**config.mk**
```make
export PLATFORM = sky130hd
export DESIGN_NAME = text_console_cursor_engine
export DESIGN_NICKNAME = d
export VERILOG_FILES = /design/src/hdl/tcce_pkg.sv /design/src/hdl/tcce_front.sv /design/src/hdl/tcce_fifo.sv /design/src/hdl/tcce_back.sv /design/src/hdl/text_console_cursor_engine.sv
export SDC_FILE = /design/constraint.sdc
export NUM_CORES = 1
export LEC_CHECK = 0
export ABC_AREA = 1
export BUFFER_PORTS_ARGS = -buffer_cell sky130_fd_sc_hd__buf_4
export CORE_MARGIN = 2
export CORE_UTILIZATION = 63
export CTS_CLUSTER_DIAMETER = 80
export DETAILED_ROUTE_END_ITERATION = 12
export PLACE_DENSITY = 0.78
export REMOVE_ABC_BUFFERS = 1
export SLEW_MARGIN = 20
export SYNTH_ARGS = -nofsm -noshare
export SYNTH_HDL_FRONTEND = slang
export SYNTH_SLANG_ARGS = --single-unit
export TNS_END_PERCENT = 5
```
**constraint.sdc**
```tcl
create_clock -name i_clk -period 5.6 [get_ports i_clk]
set_input_delay 1.12 -clock i_clk [delete_from_list [all_inputs] [get_ports i_clk]]
set_output_delay 1.12 -clock i_clk [all_outputs]
set_load 0.02 [all_outputs]
```
**src/hdl/tcce_pkg.sv**
```systemverilog
// ============================================================================
// tcce_pkg
// Shared types, byte codes and sizes of the text console cursor engine.
// ============================================================================
`default_nettype none

package tcce_pkg;

    // escape sequence limits
    localparam int MAX_DIGITS = 3;
    localparam int DCNT_W     = $clog2(MAX_DIGITS + 1);
    localparam int REP_W      = $clog2(MAX_DIGITS + 3);

    // cursor and move count widths
    localparam int CUR_W  = 9;
    localparam int MOVE_W = 10;

    // queue between front and back
    localparam int Q_DEPTH = 4;
    localparam int Q_AW    = $clog2(Q_DEPTH);

    // configuration port
    localparam int          CFG_IDX_W     = 2;
    localparam logic [1:0]  CFG_COLUMNS   = 2'd0;
    localparam logic [1:0]  CFG_ROWS      = 2'd1;
    localparam logic [1:0]  CFG_AUTO_WRAP = 2'd2;
    localparam logic [7:0]  RST_COLUMNS   = 8'd40;
    localparam logic [7:0]  RST_ROWS      = 8'd30;
    localparam logic        RST_AUTO_WRAP = 1'b1;

    // byte codes
    localparam logic [7:0] C_ESC       = 8'h1B;
    localparam logic [7:0] C_LBR       = 8'h5B;
    localparam logic [7:0] C_K         = 8'h4B;
    localparam logic [7:0] C_D         = 8'h44;
    localparam logic [7:0] C_NL        = 8'h0A;
    localparam logic [7:0] C_CR        = 8'h0D;
    localparam logic [7:0] C_BS        = 8'h08;
    localparam logic [7:0] C_SPACE     = 8'h20;
    localparam logic [7:0] C_TILDE     = 8'd126;
    localparam logic [7:0] C_ZERO      = 8'h30;
    localparam logic [7:0] C_NINE      = 8'h39;
    localparam logic [7:0] C_FONT_BASE = 8'd31;

    // result operations
    localparam logic [1:0] OP_FONT     = 2'd0;
    localparam logic [1:0] OP_HEX      = 2'd1;
    localparam logic [1:0] OP_ROW      = 2'd2;
    localparam logic [1:0] OP_ROW_FROM = 2'd3;

    typedef struct packed {
        logic [7:0] text_byte;
        logic       str_end;
        logic       is_esc;
        logic       is_lbr;
        logic       is_k;
        logic       is_d;
        logic       is_digit;
        logic [3:0] digit;
        logic       quiet;
    } t_item;

    typedef struct packed {
        logic [7:0] columns;
        logic [7:0] rows;
        logic       auto_wrap;
    } t_cfg;

    typedef struct packed {
        logic [1:0] op;
        logic [7:0] column;
        logic [7:0] row;
        logic [7:0] code;
        logic       last;
    } t_res;

    typedef enum logic [3:0] {
        PH_IDLE    = 4'b0001,
        PH_ESC     = 4'b0010,
        PH_BRACKET = 4'b0100,
        PH_DIGITS  = 4'b1000
    } t_phase;

    typedef enum logic [2:0] {
        SQ_TAKE   = 3'b001,
        SQ_REPLAY = 3'b010,
        SQ_CLEAR  = 3'b100
    } t_seq;

endpackage

`default_nettype wire

```
**src/hdl/tcce_front.sv**
```systemverilog
// ============================================================================
// tcce_front
// Input side: classifies each accepted byte for the escape parser.
// ============================================================================
`default_nettype none

module tcce_front import tcce_pkg::*; (
    input  wire logic       i_in_valid,
    output logic            o_in_ready,
    input  wire logic [7:0] i_text_byte,
    input  wire logic       i_string_end,
    output logic            o_push_valid,
    input  wire logic       i_push_ready,
    output t_item           o_item
);

    logic s_is_esc;

    assign s_is_esc = (i_text_byte == C_ESC);

    assign o_push_valid = i_in_valid;
    assign o_in_ready   = i_push_ready;

    always_comb begin
        o_item.text_byte = i_text_byte;
        o_item.str_end   = i_string_end;
        o_item.is_esc    = s_is_esc;
        o_item.is_lbr    = (i_text_byte == C_LBR);
        o_item.is_k      = (i_text_byte == C_K);
        o_item.is_d      = (i_text_byte == C_D);
        o_item.is_digit  = (i_text_byte >= C_ZERO) && (i_text_byte <= C_NINE);
        o_item.digit     = 4'(i_text_byte - C_ZERO);
        // bytes that give no result when handled as a fresh byte
        o_item.quiet     = (s_is_esc && !i_string_end) || (i_text_byte == C_CR)
                           || (i_text_byte == C_BS);
    end

endmodule

`default_nettype wire

```
**src/hdl/tcce_fifo.sv**
```systemverilog
// ============================================================================
// tcce_fifo
// Short queue of classified bytes between the front and the back.
// ============================================================================
`default_nettype none

module tcce_fifo import tcce_pkg::*; (
    input  wire logic  i_clk,
    input  wire logic  i_rst_n,
    input  wire logic  i_push_valid,
    output logic       o_push_ready,
    input  wire t_item i_push_data,
    output logic       o_pop_valid,
    input  wire logic  i_pop_ready,
    output t_item      o_pop_data
);

    t_item             r_mem [Q_DEPTH];
    logic [Q_AW-1:0]   r_wr;
    logic [Q_AW-1:0]   r_rd;
    logic [Q_AW:0]     r_cnt;
    logic              s_push;
    logic              s_pop;

    assign o_push_ready = (r_cnt != (Q_AW + 1)'(Q_DEPTH));
    assign o_pop_valid  = (r_cnt != '0);
    assign o_pop_data   = r_mem[r_rd];
    assign s_push       = i_push_valid && o_push_ready;
    assign s_pop        = o_pop_valid && i_pop_ready;

    always_ff @(posedge i_clk) begin
        if (s_push) begin
            r_mem[r_wr] <= i_push_data;
        end
    end

    always_ff @(posedge i_clk) begin
        if (!i_rst_n) begin
            r_wr  <= '0;
            r_rd  <= '0;
            r_cnt <= '0;
        end else begin
            if (s_push) begin
                r_wr <= r_wr + Q_AW'(1);
            end
            if (s_pop) begin
                r_rd <= r_rd + Q_AW'(1);
            end
            if (s_push && !s_pop) begin
                r_cnt <= r_cnt + (Q_AW + 1)'(1);
            end else if (s_pop && !s_push) begin
                r_cnt <= r_cnt - (Q_AW + 1)'(1);
            end
        end
    end

endmodule

`default_nettype wire

```
**src/hdl/tcce_back.sv**
```systemverilog
// ============================================================================
// tcce_back
// Escape parser, cursor and result sequencer; one result per cycle while the result side is ready.
// ============================================================================
`default_nettype none

module tcce_back import tcce_pkg::*; (
    input  wire logic  i_clk,
    input  wire logic  i_rst_n,
    input  wire t_cfg  i_cfg,
    input  wire logic  i_head_valid,
    input  wire t_item i_head,
    output logic       o_pop,
    output logic       o_out_valid,
    input  wire logic  i_out_ready,
    output t_res       o_out
);

    t_seq               r_seq, n_seq;
    t_phase             r_phase, n_phase;
    logic [CUR_W-1:0]   r_col, n_col;
    logic [CUR_W-1:0]   r_row, n_row;
    logic [MOVE_W-1:0]  r_move, n_move;
    logic [3:0]         r_dig [MAX_DIGITS];
    logic [3:0]         n_dig [MAX_DIGITS];
    logic [DCNT_W-1:0]  r_dcnt, n_dcnt;
    logic [REP_W-1:0]   r_rep_idx, n_rep_idx;
    logic [REP_W-1:0]   r_rep_len, n_rep_len;
    logic               r_clr_more, n_clr_more;
    logic               r_ov;
    t_res               r_out;

    logic               s_adv;
    logic               s_emit;
    logic               s_fail;
    t_res               s_res;
    logic [CUR_W-1:0]   s_cols;
    logic [CUR_W-1:0]   s_rows;
    logic               s_blocked;
    logic [CUR_W:0]     s_row_inc;
    logic [CUR_W-1:0]   s_row_dn;
    logic [CUR_W:0]     s_col_inc;
    logic               s_col_wrap;
    logic [MOVE_W-1:0]  s_ml_raw;
    logic [MOVE_W-1:0]  s_ml_n;
    logic               s_ml_under;
    logic [CUR_W-1:0]   s_ml_col;
    logic [CUR_W-1:0]   s_ml_row;
    logic [3:0]         s_rep_dig;
    logic [7:0]         s_rep_byte;
    logic               s_rep_busy;
    logic [REP_W-1:0]   s_rep_next;
    logic [7:0]         s_pb;
    logic               s_p_emit;
    logic               s_p_clear;
    logic [CUR_W-1:0]   s_p_col;
    logic [CUR_W-1:0]   s_p_row;
    t_res               s_p_res;
    logic               s_after_blocked;

    assign s_adv      = !r_ov || i_out_ready;
    assign s_cols     = CUR_W'(i_cfg.columns);
    assign s_rows     = CUR_W'(i_cfg.rows);
    assign s_blocked  = !i_cfg.auto_wrap && ((r_col >= s_cols) || (r_row >= s_rows));

    // row down with wrap to the top
    assign s_row_inc  = (CUR_W + 1)'(r_row) + (CUR_W + 1)'(1);
    assign s_row_dn   = (s_row_inc >= (CUR_W + 1)'(s_rows)) ? '0 : s_row_inc[CUR_W-1:0];
    assign s_col_inc  = (CUR_W + 1)'(r_col) + (CUR_W + 1)'(1);
    assign s_col_wrap = i_cfg.auto_wrap && (s_col_inc >= (CUR_W + 1)'(s_cols));

    // move left: count from the sequence in digit phase, one cell otherwise
    assign s_ml_raw   = (r_phase == PH_DIGITS) ? r_move : MOVE_W'(1);
    assign s_ml_n     = (s_ml_raw == '0) ? MOVE_W'(1) : s_ml_raw;
    assign s_ml_under = s_ml_n > MOVE_W'(r_col);
    assign s_ml_col   = s_ml_under ? s_cols : (r_col - s_ml_n[CUR_W-1:0]);
    assign s_ml_row   = !s_ml_under ? r_row :
                        ((r_row == '0) ? s_rows : (r_row - CUR_W'(1)));

    // replayed bytes of a broken sequence
    always_comb begin
        s_rep_dig = '0;
        for (int i = 0; i < MAX_DIGITS; i++) begin
            if (r_rep_idx == REP_W'(i + 2)) begin
                s_rep_dig = r_dig[i];
            end
        end
        if (r_rep_idx == REP_W'(0)) begin
            s_rep_byte = C_ESC;
        end else if (r_rep_idx == REP_W'(1)) begin
            s_rep_byte = C_LBR;
        end else begin
            s_rep_byte = C_ZERO + 8'(s_rep_dig);
        end
    end

    assign s_rep_busy = (r_seq == SQ_REPLAY) && (r_rep_idx != r_rep_len);
    assign s_rep_next = r_rep_idx + REP_W'(1);
    assign s_pb       = s_rep_busy ? s_rep_byte : i_head.text_byte;

    // plain byte engine
    always_comb begin
        s_p_emit       = 1'b0;
        s_p_clear      = 1'b0;
        s_p_col        = r_col;
        s_p_row        = r_row;
        s_p_res.op     = OP_FONT;
        s_p_res.column = r_col[7:0];
        s_p_res.row    = r_row[7:0];
        s_p_res.code   = '0;
        s_p_res.last   = 1'b0;
        if (!s_blocked) begin
            if (s_pb == C_NL) begin
                s_p_emit       = 1'b1;
                s_p_row        = s_row_dn;
                s_p_res.op     = OP_ROW;
                s_p_res.column = '0;
                s_p_res.row    = s_row_dn[7:0];
            end else if (s_pb == C_CR) begin
                s_p_col = '0;
            end else if (s_pb == C_BS) begin
                s_p_col = s_ml_col;
                s_p_row = s_ml_row;
            end else begin
                s_p_emit = 1'b1;
                if ((s_pb >= C_SPACE) && (s_pb <= C_TILDE)) begin
                    s_p_res.op   = OP_FONT;
                    s_p_res.code = s_pb - C_FONT_BASE;
                end else begin
                    s_p_res.op   = OP_HEX;
                    s_p_res.code = s_pb;
                end
                if (s_col_wrap) begin
                    s_p_col   = '0;
                    s_p_row   = s_row_dn;
                    s_p_clear = 1'b1;
                end else begin
                    s_p_col = s_col_inc[CUR_W-1:0];
                end
            end
        end
    end

    assign s_after_blocked = !i_cfg.auto_wrap && ((s_p_col >= s_cols) || (s_p_row >= s_rows));

    always_comb begin
        n_seq      = r_seq;
        n_phase    = r_phase;
        n_col      = r_col;
        n_row      = r_row;
        n_move     = r_move;
        n_dig      = r_dig;
        n_dcnt     = r_dcnt;
        n_rep_idx  = r_rep_idx;
        n_rep_len  = r_rep_len;
        n_clr_more = r_clr_more;
        o_pop      = 1'b0;
        s_emit     = 1'b0;
        s_fail     = 1'b0;
        s_res      = s_p_res;

        unique case (r_seq)
            SQ_TAKE: begin
                if (i_head_valid && s_adv) begin
                    if (s_blocked) begin
                        n_phase = PH_IDLE;
                        n_dcnt  = '0;
                        n_move  = '0;
                        o_pop   = 1'b1;
                    end else begin
                        unique case (r_phase)
                            PH_ESC: begin
                                if (i_head.is_lbr && !i_head.str_end) begin
                                    n_phase = PH_BRACKET;
                                    o_pop   = 1'b1;
                                end else begin
                                    s_fail = 1'b1;
                                end
                            end
                            PH_BRACKET: begin
                                if (i_head.is_k) begin
                                    n_phase      = PH_IDLE;
                                    s_emit       = 1'b1;
                                    s_res.op     = OP_ROW_FROM;
                                    s_res.column = r_col[7:0];
                                    s_res.row    = r_row[7:0];
                                    s_res.code   = '0;
                                    s_res.last   = 1'b1;
                                    o_pop        = 1'b1;
                                end else if (i_head.is_digit && !i_head.str_end) begin
                                    n_dig[0] = i_head.digit;
                                    n_dcnt   = DCNT_W'(1);
                                    n_move   = MOVE_W'(i_head.digit);
                                    n_phase  = PH_DIGITS;
                                    o_pop    = 1'b1;
                                end else begin
                                    s_fail = 1'b1;
                                end
                            end
                            PH_DIGITS: begin
                                if (i_head.is_d) begin
                                    n_phase = PH_IDLE;
                                    n_col   = s_ml_col;
                                    n_row   = s_ml_row;
                                    n_dcnt  = '0;
                                    n_move  = '0;
                                    o_pop   = 1'b1;
                                end else if (i_head.is_digit && !i_head.str_end
                                             && (r_dcnt < DCNT_W'(MAX_DIGITS))) begin
                                    for (int i = 0; i < MAX_DIGITS; i++) begin
                                        if (r_dcnt == DCNT_W'(i)) begin
                                            n_dig[i] = i_head.digit;
                                        end
                                    end
                                    n_dcnt = r_dcnt + DCNT_W'(1);
                                    n_move = (r_move << 3) + (r_move << 1)
                                             + MOVE_W'(i_head.digit);
                                    o_pop  = 1'b1;
                                end else begin
                                    s_fail = 1'b1;
                                end
                            end
                            PH_IDLE: begin
                                if (i_head.is_esc && !i_head.str_end) begin
                                    n_phase = PH_ESC;
                                    o_pop   = 1'b1;
                                end else begin
                                    n_col      = s_p_col;
                                    n_row      = s_p_row;
                                    s_emit     = s_p_emit;
                                    s_res.last = !s_p_clear;
                                    if (s_p_clear) begin
                                        n_seq      = SQ_CLEAR;
                                        n_clr_more = 1'b0;
                                    end else begin
                                        o_pop = 1'b1;
                                    end
                                end
                            end
                            default: begin
                                n_phase = PH_IDLE;
                            end
                        endcase
                        if (s_fail) begin
                            n_rep_len = REP_W'(1) + REP_W'(r_phase != PH_ESC)
                                        + ((r_phase == PH_DIGITS) ? REP_W'(r_dcnt) : '0);
                            n_rep_idx = '0;
                            n_phase   = PH_IDLE;
                            n_dcnt    = '0;
                            n_move    = '0;
                            n_seq     = SQ_REPLAY;
                        end
                    end
                end
            end
            SQ_REPLAY: begin
                if (s_adv) begin
                    if (s_rep_busy) begin
                        n_col      = s_p_col;
                        n_row      = s_p_row;
                        s_emit     = s_p_emit;
                        s_res.last = !s_p_clear && (s_after_blocked
                                     || ((s_rep_next == r_rep_len) && i_head.quiet));
                        n_rep_idx  = s_rep_next;
                        if (s_p_clear) begin
                            n_seq      = SQ_CLEAR;
                            n_clr_more = 1'b1;
                        end
                    end else if (!s_blocked && i_head.is_esc && !i_head.str_end) begin
                        n_phase = PH_ESC;
                        o_pop   = 1'b1;
                        n_seq   = SQ_TAKE;
                    end else begin
                        n_col      = s_p_col;
                        n_row      = s_p_row;
                        s_emit     = s_p_emit;
                        s_res.last = !s_p_clear;
                        if (s_p_clear) begin
                            n_seq      = SQ_CLEAR;
                            n_clr_more = 1'b0;
                        end else begin
                            o_pop = 1'b1;
                            n_seq = SQ_TAKE;
                        end
                    end
                end
            end
            SQ_CLEAR: begin
                if (s_adv) begin
                    s_emit       = 1'b1;
                    s_res.op     = OP_ROW;
                    s_res.column = '0;
                    s_res.row    = r_row[7:0];
                    s_res.code   = '0;
                    s_res.last   = !r_clr_more || ((r_rep_idx == r_rep_len) && i_head.quiet);
                    if (r_clr_more) begin
                        n_seq = SQ_REPLAY;
                    end else begin
                        o_pop = 1'b1;
                        n_seq = SQ_TAKE;
                    end
                end
            end
            default: begin
                n_seq = SQ_TAKE;
            end
        endcase
    end

    always_ff @(posedge i_clk) begin
        if (!i_rst_n) begin
            r_seq      <= SQ_TAKE;
            r_phase    <= PH_IDLE;
            r_col      <= '0;
            r_row      <= '0;
            r_move     <= '0;
            r_dcnt     <= '0;
            r_rep_idx  <= '0;
            r_rep_len  <= '0;
            r_clr_more <= 1'b0;
            r_ov       <= 1'b0;
        end else begin
            r_seq      <= n_seq;
            r_phase    <= n_phase;
            r_col      <= n_col;
            r_row      <= n_row;
            r_move     <= n_move;
            r_dcnt     <= n_dcnt;
            r_rep_idx  <= n_rep_idx;
            r_rep_len  <= n_rep_len;
            r_clr_more <= n_clr_more;
            if (s_adv) begin
                r_ov <= s_emit;
            end
        end
    end

    always_ff @(posedge i_clk) begin
        r_dig <= n_dig;
        if (s_adv && s_emit) begin
            r_out <= s_res;
        end
    end

    assign o_out_valid = r_ov;
    assign o_out       = r_out;

    a_clear_needs_wrap: assert property (@(posedge i_clk) disable iff (!i_rst_n)
        (r_seq == SQ_CLEAR) |-> i_cfg.auto_wrap)
        else $error("row clear pending without auto wrap");

    a_dcnt_range: assert property (@(posedge i_clk) disable iff (!i_rst_n)
        r_dcnt <= DCNT_W'(MAX_DIGITS))
        else $error("held digit count beyond limit");

    a_replay_range: assert property (@(posedge i_clk) disable iff (!i_rst_n)
        r_rep_idx <= r_rep_len)
        else $error("replay index past replay length");

    a_open_item: assert property (@(posedge i_clk) disable iff (!i_rst_n)
        (r_ov && !r_out.last) |-> (r_seq != SQ_TAKE))
        else $error("non-final result held while no item is in progress");

    a_pop_has_head: assert property (@(posedge i_clk) disable iff (!i_rst_n)
        o_pop |-> (i_head_valid && s_adv))
        else $error("queue popped without a head item or output space");

endmodule

`default_nettype wire

```
**src/hdl/text_console_cursor_engine.sv**
```systemverilog
// ============================================================================
// text_console_cursor_engine
// Text byte stream to glyph, hex and row clear commands, with cursor and escapes.
// ============================================================================
// Path: with the queue empty and the result side ready, an accepted byte is queued
// and its first result is registered in the back, after the replay state for a byte
// that breaks an escape. Throughput: one byte per cycle while each byte gives at most
// one result and the result side is ready; a byte stays at the queue head while its
// row clear, or the replays and row clears of the sequence it breaks, go out.
// Reset: synchronous; cursor home, parser idle, 40 columns, 30 rows, wrap on.
`default_nettype none

module text_console_cursor_engine import tcce_pkg::*; (
    input  wire logic                 i_clk,
    input  wire logic                 i_rst_n,
    input  wire logic                 i_in_valid,
    output logic                      o_in_ready,
    input  wire logic [7:0]           i_text_byte,
    input  wire logic                 i_string_end,
    output logic                      o_out_valid,
    input  wire logic                 i_out_ready,
    output logic [1:0]                o_op,
    output logic [7:0]                o_cell_column,
    output logic [7:0]                o_cell_row,
    output logic [7:0]                o_code,
    output logic                      o_last,
    input  wire logic                 i_cfg_valid,
    output logic                      o_cfg_ready,
    input  wire logic [CFG_IDX_W-1:0] i_cfg_index,
    input  wire logic [7:0]           i_cfg_data
);

    t_cfg  r_cfg;
    t_item s_push_item;
    logic  s_push_valid;
    logic  s_push_ready;
    logic  s_head_valid;
    t_item s_head;
    logic  s_pop;
    t_res  s_out;

    assign o_cfg_ready = 1'b1;

    always_ff @(posedge i_clk) begin
        if (!i_rst_n) begin
            r_cfg.columns   <= RST_COLUMNS;
            r_cfg.rows      <= RST_ROWS;
            r_cfg.auto_wrap <= RST_AUTO_WRAP;
        end else if (i_cfg_valid && o_cfg_ready) begin
            unique case (i_cfg_index)
                CFG_COLUMNS:   r_cfg.columns   <= i_cfg_data;
                CFG_ROWS:      r_cfg.rows      <= i_cfg_data;
                CFG_AUTO_WRAP: r_cfg.auto_wrap <= i_cfg_data[0];
                default: begin
                end
            endcase
        end
    end

    tcce_front u_front (
        .i_in_valid   (i_in_valid),
        .o_in_ready   (o_in_ready),
        .i_text_byte  (i_text_byte),
        .i_string_end (i_string_end),
        .o_push_valid (s_push_valid),
        .i_push_ready (s_push_ready),
        .o_item       (s_push_item)
    );

    tcce_fifo u_fifo (
        .i_clk        (i_clk),
        .i_rst_n      (i_rst_n),
        .i_push_valid (s_push_valid),
        .o_push_ready (s_push_ready),
        .i_push_data  (s_push_item),
        .o_pop_valid  (s_head_valid),
        .i_pop_ready  (s_pop),
        .o_pop_data   (s_head)
    );

    tcce_back u_back (
        .i_clk        (i_clk),
        .i_rst_n      (i_rst_n),
        .i_cfg        (r_cfg),
        .i_head_valid (s_head_valid),
        .i_head       (s_head),
        .o_pop        (s_pop),
        .o_out_valid  (o_out_valid),
        .i_out_ready  (i_out_ready),
        .o_out        (s_out)
    );

    assign o_op          = s_out.op;
    assign o_cell_column = s_out.column;
    assign o_cell_row    = s_out.row;
    assign o_code        = s_out.code;
    assign o_last        = s_out.last;

endmodule

`default_nettype wire

```
# Yosys cells after proc, flatten, opt, wreduce, memory -nomap -nowiden
# Memories as Yosys holds them, arrays and structs flattened. A register that Yosys moved wholly into a read port is not among the register bits.
# Cells that the tools add are included.
dict set report totals {
  ff_bits 108
  ramBits 76
  input_bits 24
  output_inout_bits 30
  wordCells 352
  n_memories 1
}
# memory depth width rd rd_clocked_by_memory_dff wr line_no
set mem_list {}
lappend mem_list {u_fifo.r_mem 4 19 1 1 1 tcce_fifo.sv:18} ;# t_item r_mem [Q_DEPTH];
dict set report op_classes {
  addsub 17
  n_lt_le_gt_ge 12
  n_eq_ne 58
  n_mux 177
  bitwise_logic 2
  reduce_logical 61
}
# cell count
set op_table {}
lappend op_table {{$mux 9} 28}
lappend op_table {{$mux 27} 4}
lappend op_table {{$mux 10} 8}
lappend op_table {{$mux 4} 19}
lappend op_table {{$pmux 9 s2} 4}
lappend op_table {{$mux 8} 7}
lappend op_table {{$mux 1} 55}
lappend op_table {{$mux 3} 18}
lappend op_table {{$mux 26} 2}
lappend op_table {{$pmux 26 s2} 1}
lappend op_table {{$eq 8x4->1 const B} 5}
lappend op_table {{$ge 9x8->1} 4}
lappend op_table {{$mux 2} 13}
lappend op_table {{$eq 8x7->1 const B} 3}
lappend op_table {{$mux 12} 2}
lappend op_table {{$logic_and 1x1->1} 22}
lappend op_table {{$add 9x1->10 const B} 2}
lappend op_table {{$ge 10x8->1} 2}
lappend op_table {{$ne 2x2->1 const B} 10}
lappend op_table {{$pmux 10 s2} 1}
lappend op_table {{$ne 3x3->1 const B} 6}
lappend op_table {{$reduce_and 6->1} 3}
lappend op_table {{$reduce_and 9->1} 2}
lappend op_table {{$ge 8x6->1 const B} 2}
lappend op_table {{other kinds (58)} 104}

# Logic depth before layout (Yosys ltp)
# Gate-level depths: netlist of run 1.
dict set report logic_depth {
  ltp_word 23
  mapped_depth 36
  mapped_depth_nobuf 35
}

# By module
# From an unflattened synthesis of run 1, not the netlist that was laid out.
dict set report hier_totals {
  cells_unflattened 1650
  hier_area_um2 13002.5
}
# mod n_inst cells_each area_each_um2 seq_area_each_um2
set modules_own_cells {}
lappend modules_own_cells {tcce_back 1 1243 8602.0 2072.0}
lappend modules_own_cells {tcce_fifo 1 252 3387.0 2462.4}
lappend modules_own_cells {text_console_cursor_engine 1 102 720.7 340.3}
lappend modules_own_cells {tcce_front 1 53 292.8 0.0}

# Least setup slack after synthesis of run 1
# Ideal clock, no wire load.
dict set report synth_path {
  kind {reg2reg}
  start {register u_back.r_phase[1]}
  end {register u_back.r_out, in the netlist u_back.o_out[0], data pin}
  setup_ns 0.264
  arrival_time_ns 4.051
  required_time_ns 5.336
  setup_slack_ns 1.286
  path_stages_with_launch 34
  path_buffers 1
  synth_period_minus_slack_ns 4.314
  path_cell_list {dfxtp_1 inv_1 nand2_1 nor3_4 inv_2 clkbuf_1 nor2_1 inv_1 nor4_1 a31oi_1 inv_1 ha_1 inv_1 fa_1 nand3_1 nand2_1 xor2_1 o21ai_0 inv_1 a21oi_1 a21oi_2 ha_1 a21oi_1 o221ai_1 nand3_1 nand2_1 nand2_1 o2111ai_1 a21oi_1 nand2_1 nand2_1 nand2_1 nand2_1 nand2_1}
}
# item line_no
set synth_rtl {}
lappend synth_rtl {{from (decl)} tcce_back.sv:20} ;# t_phase r_phase, n_phase;
lappend synth_rtl {{from (signal assigned)} tcce_back.sv:324} ;# r_phase <= n_phase;
lappend synth_rtl {{to (signal assigned)} tcce_back.sv:341} ;# r_out <= s_res;
lappend synth_rtl {{to (decl)} tcce_back.sv:31} ;# t_res r_out;

==> results of run 1 <==
flip-flops by register name, indices dropped and copies added, names as in the netlist, 3 cells and up, named ones only:
signal and flops:
r_cfg 17, u_back.o_out 27, u_back.r_col 9, u_back.r_dig 12
u_back.r_move 10, u_back.r_phase 4, u_back.r_rep_idx 3, u_back.r_rep_len 3
u_back.r_row 9, u_back.r_seq 3, u_fifo.r_cnt 3, u_fifo.r_mem 60
worst max-delay path: cells and delay by family (launching register included):
family	cells	cell delay, ns
DFF	1	0.32
and+or+nand+nor	16	1.76
buffers and inverters	7	0.81
adders and majority gates	2	0.59
AOI/OAI and AO/OA	9	1.23
worst min path at each step:
| stage | start | to | slack (ns) | cells past startpoint |
|---|---|---|---|---|
| finish | u_back.r_move[7] | u_back.r_move[7] | 0.49 | 2 |
| detailed placement | u_back.r_rep_len[0] | u_back.r_rep_len[0] | 0.48 | 2 |
| global placement | u_back.r_clr_more | u_back.r_clr_more | 0.46 | 2 |
| floorplan | u_back.r_clr_more | u_back.r_clr_more | 0.44 | 2 |
| global route | u_back.r_rep_len[0] | u_back.r_rep_len[0] | 0.51 | 2 |
| CTS | u_back.r_rep_len[0] | u_back.r_rep_len[0] | 0.49 | 2 |
cell families after synthesis:
logic type                 after synthesis  synth area share [%]
other                                    1                0.0316
DFF                                    170                  37.0
xor gates and xnor gates                35                  2.64
AOI/OAI and AO/OA                      344                  16.8
buffers and inverters                  262                  9.27
and+or+nand+nor                        604                  22.7
adders and majority gates              106                  11.5
routing by layer:
layer  part of all wire, %  wire, um  up-vias
li1                      -         -     5256
met1                    44     14900     5064
met2                    45     15000      527
met3                   9.0      3030       59
met4                   2.0       673        0
met5                     0         0        -
area by class of cell:
cell class	instances	area [sq um]
fillers	1588	5500
repair buffers	73	548
clock buffers	18	429
clock inverters	13	203
multi-input cells	1090	6380
well taps	234	293
flip-flops and latches	170	4390
inverters	218	826
synth_stat cells (13+ instances only):
library cell  instances
nand4_1              25
o21ai_0             116
edfxtp_1             99
dfxtp_1              71
inv_1               201
nor2_1              161
o211ai_1             19
ha_1                101
a21oi_1             123
o21ai_1              16
xor2_1               27
clkbuf_1             18
nand3_1              71
nor3_1               27
nand2_1             272
inv_2                13
power groups by stage:
stage                     logic [uW]  registers (uW)  clock network [uW]
after detailed placement        3540            1900                   0
after floorplan                 2310            2000                   0
after CTS                       3560            1870                1290
after global routing            4040            1900                1330
final                           3640            1880                1280
after global placement          3500            1890                   0
metrics by stage:
stage          util [%]  hold WS (ns)
2_1_floorplan         -         0.443
3_3_place_gp       66.9         0.465
3_5_place_dp       66.9         0.479
4_1_cts            70.3         0.489
5_1_grt            70.4         0.508
6_report           70.4         0.490
repair_timing:
action                                  CTS  global route
endpoints found under the setup margin    0             1
buffers inserted                          0             1
gates resized for setup                   0             0
==> flow_results.org, run 1 <==
** Outcome
- The run finished with clean final reports.

** Worst hold path
- Worst hold-check path type :: register to register

** Die
- Once the floorplan was initialized, standard cells occupied a little under two thirds of the core.
- Placeable core region :: 18600 sq um
- Total number of placement rows :: 50
- In this run the count of I/O pins placed on the die edge is 54.
- Die Span X :: ~140 um
- Die Y :: ~140 um
- Total die area :: between 15000 and 20000 sq um

** Pwr
- Total power per unit cell area :: 520 nW/um^2
- Switch Pwr :: approximately 3200 uW
- Overall power consumption :: roughly 7000 uW
- Clock power share :: about a fifth
- Combinational logic burns around 54% of the power.
- Switching power as a share of total power :: 47.5%
- The internal portion of the total power is between 3000 and 4000 uW.
- Maximum VDD drop :: around 0.28 mV
- Sequential Power Share :: approximately 28%
- The analysis attributes to cell leakage a power of 0.00585 uW.

** Detailed routing
- Vias after detailed routing :: ~11k
- The first detailed-routing pass ran for 6 iterations.
- In this run, the number of DRC markers left after iteration 0 of detailed routing was 1205.
- In the routed layout, each cell is associated on average with a via count of about 6.
- In the final routed layout, each cell accounts on average for between 15 and 20 um.
- Total routed wirelength :: between 30 and 40 mm
- The detail route stage leaves a number of antenna-violating nets equal to 0.
- Count of unresolved DRC violations after routing :: 0

** Layout
- 0 antenna diodes ended up in the layout.
- Post-layout nets :: between 1.5k and 2k
- Post-layout instance count excluding filler cells :: about 1.8k
- Layout Cell Area excl Fill :: 13100 sq um
- In the layout the commonest cells are nand2_1 (272), inv_1 (201), nor2_1 (161).
- Commonest non-fill, non-tap cell in the layout :: nand2_1
- The post-route netlist has a little over a tenth of its cells at a drive strength greater than 1.
- Area growth from synthesis to layout :: 10.1%

** GRT
- Met1 Track Usage GR :: 48.0%
- Initial antenna violation count :: 0
- Via count of the first global-routing pass :: approximately 10k
- For this run, global-route usage on met3 was measured as ~5.9%.
- Most used routing layer in global routing :: met2
- GR Util met2 :: a little over half
- Total global-route track usage :: between 30 and 40%
- The first global-routing pass estimated between 50 and 60 mm of wire.
- After global routing the overflow that remains totals 0.
- Entering global routing, the biggest net connects 55 pins.

** Timing
- Derived from the worst setup path, the maximum achievable clock frequency is 200 MHz.
- Measured against its own limit, the worst slew margin works out to 37.3%.
- Across the routed clock network, the largest skew measured is between 0.01 and 0.015 ns.
- Setup repair after global routing left no endpoint under its margin.
- Final setup vio count :: 0
- The worst path meets setup with approximately 0.60 ns of slack.
- Tcrit/Tclk final :: between 80% and 90%
- Count of endpoints failing hold in the final timing report :: 0
- The worst path needs 5.00 ns of the cycle, external delays included.
- For the pin with the worst max-slew slack, the measured transition is just over 0.9 ns.
- The total count of max-transition violations in the final report is 0.
- In the final timing run, aggregate negative setup slack is 0 ns.

** Place
- In this run, placement finished with an instance count of roughly 1.8k.
- Count of input and output buffers :: 52
- The congestion estimate from routability-driven global placement came to 0.995.
- Once placement finished, the instance area stood at approximately 12000 sq um.
- Detailed placement ended at an HPWL of 24.8 mm.
- Worst Setup Slack post-DPL :: 0.480 ns

** Clock network
- Clock net sink count :: 170
- In this run the number of H-tree levels came out at 4.
- Clk root buf :: clkbuf_16
- Clock-pin slew on the worst setup and hold paths :: roughly 0.070 ns
- CTS Hold Bufs :: 0
- Clk_lat worst skew :: 0.43 ns
- TritonCTS built the clock tree.
- Maximum buffer depth of the clock tree :: 2
- Buffers inserted during clock tree synthesis total 17.

** Yosys
- The most used flip-flop cell after synthesis is edfxtp_1.
- Yosys mapped a number of flops with a built-in enable equal to between 90 and 100.
- Yosys attributes the largest share of cell area to edfxtp_1 (25%), dfxtp_1 (12%), ha_1 (11%).
- Number of register bits inferred by synthesis :: between 150 and 200
- Post-synthesis cell count :: around 1.5k
- Summing the sequential cell areas from Yosys gives a little under two fifths of the chip area.
- The largest total area in the synthesized netlist belongs to edfxtp_1.
- Synthesis warning total :: 0
- Share of flip-flops with an asynchronous set or reset :: 0%
- Per-instance average area after synthesis :: ~8 sq um
- Post-Synthesis Cell Area :: about 12000 sq um
- Number of different library cells in the post-synthesis netlist :: 66
- Area share of the leading cell type in the synthesized netlist :: between 20 and 30%

** Setup path
- The worst register-to-register path ends at u_back.o_out[0].
- CP arrival :: 5.18 ns
- The startpoint identified for the worst register-to-register timing path is u_back.r_phase[1].
- Counting cells, the worst reg-to-reg path comes to 34.
- Required @ worst endpoint :: 5.77 ns
- Start-to-end type of the worst setup path :: register to register
- Along the worst path, the maximum fanout reaches 22.
- Delay of the slowest cell on the worst path :: 0.32 ns
- Setup slack, reg-to-reg :: just under 0.6 ns
- Termination of the worst setup path :: u_back.o_out[0]
- Most repeated library cell on the critical path :: nand2_1
- The worst setup path is captured at a register.
- Launch point of the worst path :: u_back.r_phase[1]
- Crit path launch type :: register
- On the critical path, the stage with the largest delay is an instance of dfxtp_1.

** Job
- Across the run, the number of max-cap violations was 0.
(Power assumes the default switching activity.)
==> run 2: changes to the inputs <==
--- a/config.mk
+++ b/config.mk
@@ -12,7 +12,6 @@
 export CTS_CLUSTER_DIAMETER = 80
 export DETAILED_ROUTE_END_ITERATION = 12
 export PLACE_DENSITY = 0.78
-export REMOVE_ABC_BUFFERS = 1
 export SLEW_MARGIN = 20
 export SYNTH_ARGS = -nofsm -noshare
 export SYNTH_HDL_FRONTEND = slang
==> run 2 against run 1 <==
Die area stayed put; flip-flop and latch count stayed put; global-route usage is 0.56 points lower; cell area is 0.26% lower; sequential power hardly changed; sequential share of layout area is 0.087 points higher; critical endpoint unchanged.
==> flow_results.org, run 2 (synthesized netlist as in run 1, its figures left out) <==
** Die
- Die Span X :: 141 um (unchanged)
- The core footprint is 18600 sq um (unchanged).
- The initial core utilization came to 63.9% (unchanged).
- Die Y :: 141 um (unchanged)
- Total die area :: 20000 sq um (unchanged)
- The I/O pin total is 54 (unchanged).
- Total number of placement rows :: 50 (unchanged)

** Clock network
- The tree is rooted in a clkbuf_16.
- Clock-pin slew on the worst setup and hold paths :: 0.07 ns (about the same)
- The total of hold buffers inserted after clock tree synthesis is 0 (unchanged).
- Number of clock buffers inserted by TritonCTS :: 17 (unchanged)
- The maximum clock path buffer count was 2 (unchanged).
- Clock net sink count :: 170 (unchanged)
- The number of H-tree levels is 4 (unchanged).
- The clock latency on the worst-skew pair came to 0.44 ns (about the same).
- CTS tree :: done

** GRT
- Most used routing layer in global routing :: met2
- The met1 layer usage reported by global route was 47.2% (-0.76 points).
- Initial antenna violation count :: 0 (unchanged)
- Total global-route track usage :: 33.3% (-0.56 points)
- Wire length of the first global-routing pass :: 52.4 mm (-1.1%)
- Maximum number of pins on one net before global-route repair :: 55 (unchanged)
- The met2 track demand over resource came to 52.6% (-0.95 points).
- Overall overflow remaining after global route :: 0 (unchanged)
- The routing usage on met3 came to 6.14% (+0.20 points).
- The via count of the first global-routing pass is 10.1k (+0.56%).

** Worst hold path
- The worst hold path belongs to the class register to register.
- Worst hold path depth :: 2 (unchanged)

** Timing
- Setup repair after global routing left no endpoint under its margin.
- The share of the cycle needed by the critical path after routing is 90.6% (+1.3 points).
- Minimum period implied by the final worst setup slack :: 5.08 ns (+0.0727 ns)
- The total count of max-transition violations in the final report came to 0 (unchanged).
- The final number of setup-violating endpoints came to 0 (unchanged).
- The worst slew slack as a fraction of its limit is 32.9% (-4.4 points).
- Worst Clk Skew :: 0.0128 ns (+0.00234 ns)
- Max Clk Rate :: 197 MHz (-1.4%)
- The transition at the pin with the smallest max-transition slack came to 0.996 ns (+0.0626 ns).
- The post-route setup TNS came to 0 ns (unchanged).
- The hold violation total from the final report came to 0 (unchanged).

** Detailed routing
- Detailed-route wire length per cell :: 18.0 um (-2.7%)
- Via count normalized by instance count :: 5.95 (-0.90%)
- Total routed wirelength :: 32.8 mm (-2.5%)
- Antenna-violating nets left :: 0 (unchanged)
- The total via count in the routed design is 10.8k (-0.73%).
- The first-pass detailed-route iteration total is 6 (unchanged).
- The count of routing violations after the opening detailed-route iteration was 1382 (+15%).
- The detailed-route DRC error count came to 0 (unchanged).

** Pwr
- Switching power as a share of total power :: 48.0% (+0.49 points)
- Clock power share :: 17.8% (-1.0 points)
- Maximum VDD drop :: 0.357 mV (+29%)
- Total power per unit cell area :: 513 nW/um^2 (-1.4%)
- The cell leakage power was 0.00583 uW (-0.35%).
- The combinational cell fraction of total power was 54.0% (+0.5 points).
- Switch Pwr :: 3210 uW (-0.64%)
- Internal Dissipation :: 3480 uW (-2.6%)
- The register share of total power came to 28.2% (+0.6 points).

** Yosys
- Net Count, Synth :: approximately 1.7k

** Layout
- Most flops, register :: u_fifo.r_mem
- Antenna Diode Count :: 0 (unchanged)
- The number of flip-flops under the largest register name came to 60 (unchanged).
- The library cell used most frequently in the layout, excluding fill and tap cells, is nand2_1.
- Leaving out fill and tap cells, the most frequent cells in the layout are nand2_1 (272), inv_1 (200), nor2_1 (160).
- Share of cells above drive strength 1 :: 11.2% (+0.23 points)
- The number of filler instances in the final layout is 1555 (-2.1%).
- Post-layout instance count excluding filler cells :: 1819 (+0.17%)
- From synthesis to final layout, the design area changed by 9.85%.
- Post-layout nets :: 1702 (+0.12%)

** Setup path
- Counting stages on the worst path, the most repeated cell is nand2_1.
- Crit end category :: register
- Worst Reg-to-Reg Cells :: 35 (+2.9%)
- The setup path with the least slack is of type register to register.
- Delay of the slowest cell on the worst path :: 0.32 ns (about the same)
- Peak fanout along the critical path :: 22 (unchanged)
- For this design, the slowest cell found on the critical path is nor3_4.
- The required time of the worst setup path is 5.78 ns (about the same).
- The worst-case register-to-register setup slack was 0.52 ns (-0.07 ns).
- Crit path launch type :: register
- CP arrival :: 5.26 ns (+0.08 ns)

** Place
- The number of buffers added on ports was 52 (unchanged).
- The final estimated routing congestion in global placement is 0.987 (-0.80%).
- Inst Count DP :: 1783 (-0.056%)
- The placed wire-length estimate after detailed placement is 24.1 mm (-2.5%).

** Job
- The max-cap violation count came to 0 (unchanged).

** Outcome
- Result of the run :: completed
run 2: path summary, 6_finish.rpt:
check	startpoint	to
worst max-delay path	u_back.r_phase[1]	u_back.o_out[0]
worst min-delay path	u_back.r_move[7]	u_back.r_move[7]
worst max register to register	u_back.r_phase[1]	u_back.o_out[0]
worst min register to register	u_back.r_move[7]	u_back.r_move[7]
run 2: through the flow:
step           cell area [sq um]  total power [uW]  setup WS [ns]  utilization (%)  hold slack [ns]
3_5_place_dp               12400              5400          0.435             66.9            0.464
4_1_cts                    13000              6600          0.409             70.0            0.476
6_report                   13000              6690          0.524             70.2            0.483
3_3_place_gp               12400              5350          0.657             66.9            0.463
2_1_floorplan              11900              4420           1.29                -            0.443
5_1_grt                    13000              7160         0.0383             70.2            0.510
run 2: repair_timing:
item	4_1_cts	5_1_grt
buffers inserted	0	4
gates resized for setup	0	2
setup endpoints to repair	0	1
run 2: power groups by stage:
stage,Sequential [uW],Clock (uW),Combinational [uW]
6_report,1890,1190,3610
5_1_grt,1910,1240,4010
4_1_cts,1880,1190,3530
3_5_place_dp,1910,0,3500
3_3_place_gp,1900,0,3450
2_1_floorplan,1970,0,2450
run 2: layout make-up:
type | count | area (sq um) | share of cell area, %
multi-input combinational | 1090 | 6390 | 49.0
sequential | 170 | 4390 | 33.7
inverter | 218 | 830 | 6.36
timing repair buffer | 75 | 563 | 4.32
clock buffer | 18 | 429 | 3.29
tap | 234 | 293 | 2.24
clock inverter | 14 | 149 | 1.14
run 2: critical path: cells and delay by family (launching register included):
kind	cells	cell delay, ns
flops	1	0.31
compound gates	8	1.08
fa+ha+maj	2	0.60
simple gates	17	1.92
buf+inv	8	0.89
run 2: layer usage:
| metal | part of all wire, % | routed length, um |
|---|---|---|
| met1 | 44 | 14400 |
| met3 | 9.1 | 2990 |
| met5 | 0 | 0 |
| met2 | 45 | 14700 |
| met4 | 2.2 | 705 |
==> run 3: changes to the inputs <==
--- a/config.mk
+++ b/config.mk
@@ -7,7 +7,7 @@
 export LEC_CHECK = 0
 export ABC_AREA = 1
 export BUFFER_PORTS_ARGS = -buffer_cell sky130_fd_sc_hd__buf_4
-export CORE_MARGIN = 2
+export CORE_MARGIN = 5
 export CORE_UTILIZATION = 63
 export CTS_CLUSTER_DIAMETER = 80
 export DETAILED_ROUTE_END_ITERATION = 12
==> constraint.sdc (replaced) <==
create_clock -name i_clk -period 5.6 [get_ports i_clk]
set_input_delay 0.56 -clock i_clk [delete_from_list [all_inputs] [get_ports i_clk]]
set_output_delay 0.56 -clock i_clk [all_outputs]
set_load 0.02 [all_outputs]
==> run 3 against run 2 <==
Fmax is 1.2% higher; sequential share of layout area increased by 0.11 points; utilization decreased by 0.47 points; flip-flop and latch count stayed put; clock skew is 0.0048 ns higher; cell count down 0.27%; clock power is essentially flat; critical endpoint unchanged; largest cell class unchanged; highest routed layer unchanged.
==> flow_results.org, run 3 (synthesized netlist as in run 1, its figures left out) <==
** Layout
- The antenna diode count is 0 (unchanged).
- The library cells used most frequently in the layout, excluding fill and tap cells, are nand2_1 (272), inv_1 (201), nor2_1 (161).
- Commonest non-fill, non-tap cell in the layout :: nand2_1
- The combined area of the multi-input logic cells came to 6380 sq um (about the same).
- Flip-flop and latch area :: 4390 sq um (unchanged)
- Share of cells above drive strength 1 :: 10.8% (-0.34 points)
- Counting flops per register, the top entry is u_fifo.r_mem.
- The number of filler instances in the final layout was 1586 (+2.0%).
- The final layout net count came to 1697 (-0.29%).
- The number of flip-flops under the largest register name came to 60 (unchanged).
- Compared with the post-synthesis result, the final layout area differs by 9.48%.
- The core occupancy in the finished layout was 69.7% (-0.47 points).

** Setup path
- The maximum fanout along the worst path was 16 (-27%).
- Required @ worst endpoint :: 5.78 ns (about the same)
- Most repeated library cell on the critical path :: nand2_1
- Crit end category :: register
- Delay of the slowest cell on the worst path :: 0.41 ns (+0.09 ns)
- Among cell families on the critical path, the largest total delay comes from simple AND/OR/NAND/NOR gates.
- The arrival time reported for the critical path endpoint came to 5.19 ns (-0.07 ns).
- Standard cell with the maximum stage delay on the critical path :: ha_1
- Worst Path Buf+Inv :: 4 (-4)
- Crit path launch type :: register
- By startpoint and endpoint, the worst setup path is classified as register to register.

** Clock network
- CTS Hold Bufs :: 0 (unchanged)
- Post-CTS Setup Repair Bufs :: 0 (unchanged)
- CTS tree :: done
- The number of H-tree levels came to 4 (unchanged).
- The number of gates given a new drive strength after cts came to 0 (unchanged).
- Maximum buffer depth of the clock tree :: 2 (unchanged)
- The number of buffers created by CTS is 17 (unchanged).
- Clk root buf :: clkbuf_16
- Clock net sink count :: 170 (unchanged)
- Clock-pin slew on the worst setup and hold paths :: 0.08 ns (about the same)
- Clk_lat worst skew :: 0.45 ns (about the same)

** Outcome
- Result of the run :: completed

** Detailed routing
- The total via count in the routed design was 10.9k (+0.42%).
- Number of DRC markers in iteration 0 :: 1301 (-5.9%)
- The routed via count divided by cell count came to 5.99 (+0.69%).
- The average detailed-routed wire length per instance came to 18.3 um (+1.8%).
- The count of antenna-violating nets left after detailed routing was 0 (unchanged).
- The first-pass detailed-route iteration total was 6 (unchanged).
- Total routed wirelength :: 33.3 mm (+1.5%)
- Count of unresolved DRC violations after routing :: 0 (unchanged)

** Timing
- The timing-limited maximum frequency came to 199 MHz (+1.2%).
- Final-layout worst hold slack :: 0.322 ns (-0.161 ns)
- The share of the cycle needed by the critical path after routing came to 89.5% (-1.1 points).
- Setup TNS :: 0 ns (unchanged)
- Worst slew margin relative to its limit :: 30.7% (-2.2 points)
- The final number of setup-violating endpoints came to 0 (unchanged).
- Worst Clk Skew :: 0.0176 ns (+0.00482 ns)
- Slew Limit Fails :: 0 (unchanged)
- The final period demand of the worst path is 5.01 ns (-0.0625 ns).
- Count of endpoints failing hold in the final timing report :: 0 (unchanged)
- Unrepaired setup endpoints after global routing :: false
- The transition at the pin with the smallest max-transition slack came to 1.03 ns (+0.0331 ns).

** GRT
- The maximum number of pins on one net before global-route repair was 55 (unchanged).
- Wire length of the first global-routing pass :: 53.2 mm (+1.5%)
- The leftover overflow at the end of global routing came to 0 (unchanged).
- The number of antenna violations at the first check in global routing was 0 (unchanged).
- Total global-route track usage :: 30.6% (-2.7 points)
- Via count of the first global-routing pass :: 10.1k (+0.34%)

** Place
- Placer Congestion :: 1.03 (+4.8%)
- The number of buffers added on ports was 52 (unchanged).
- Post-DP HPWL :: 24.7 mm (+2.3%)

** Die
- Total die area :: 21700 sq um (+8.7%)
- Total number of placement rows :: 50 (unchanged)
- Die Y :: 147 um (+4.2%)
- Initial Util :: 63.7% (-0.21 points)
- The I/O pin total is 54 (unchanged).
- Placeable core region :: 18600 sq um (+0.34%)
- The width of the die came to 147 um (+4.2%).

** Pwr
- Total power per unit cell area :: 515 nW/um^2 (+0.33%)
- The largest voltage drop on the vdd net is 0.326 mV (-8.6%).
- The cell leakage power came to 0.00580 uW (-0.44%).

** Worst hold path
- Worst hold-check path type :: input pin to register

** Job
- The max-cap violation count was 0 (unchanged).

** Yosys
- Net Count, Synth :: 1652 (unchanged)
-- run 3: per-layer routing --
metal	global-route usage, %	routed length, um	vias to the layer above
met5	0	0	-
met4	8.76	819	0
met3	5.89	3300	80
met2	46.9	14500	594
met1	44.5	14700	4957
li1	-	-	5240
-- run 3: area by class of cell --
class | instances | share of cell area [%]
timing repair buffer | 70 | 4.04
inverter | 218 | 6.35
sequential | 170 | 33.8
clock buffer | 18 | 3.30
clock inverter | 14 | 1.14
tap | 234 | 2.25
multi-input combinational | 1090 | 49.1
-- run 3: worst paths after layout --
check | from | endpoint | slack (ns) | cells after the start
worst min-delay path | i_string_end | u_fifo.r_mem[1][10] | 0.32 | 1
worst max register to register | u_back.r_phase[1] | u_back.o_out[0] | 0.59 | 30
worst min register to register | u_fifo.r_cnt[2] | u_fifo.r_cnt[2] | 0.48 | 2
worst max-delay path | u_back.r_phase[1] | u_back.o_out[0] | 0.59 | 30
-- run 3: worst reg2reg max path, delay by kind of cell (launching register included) --
family | cells | cell delay (ns)
buffers and inverters | 4 | 0.76
AND/OR/NAND/NOR | 15 | 1.53
adder cells (fa/ha/maj) | 2 | 0.69
AO/OA/AOI/OAI | 9 | 1.45
flip-flops | 1 | 0.33
-- run 3: through the flow --
| step | total power, uW | worst slack (ns) | instances | area (sq um) |
|---|---|---|---|---|
| after floorplan | 4420 | 1.29 | 1522 | 11900 |
| after global placement | 5380 | 0.735 | 1782 | 12400 |
| after detailed placement | 5420 | 0.668 | 1782 | 12400 |
| after CTS | 6610 | 0.630 | 1814 | 13000 |
| after global routing | 7170 | 0.199 | 1814 | 13000 |
| final | 6690 | 0.586 | 1814 | 13000 |
-- run 3: power breakdown --
group	total, uW	internal, uW	switching, uW
logic	3610	1170	2440
registers	1900	1670	230
clock network	1170	596	577
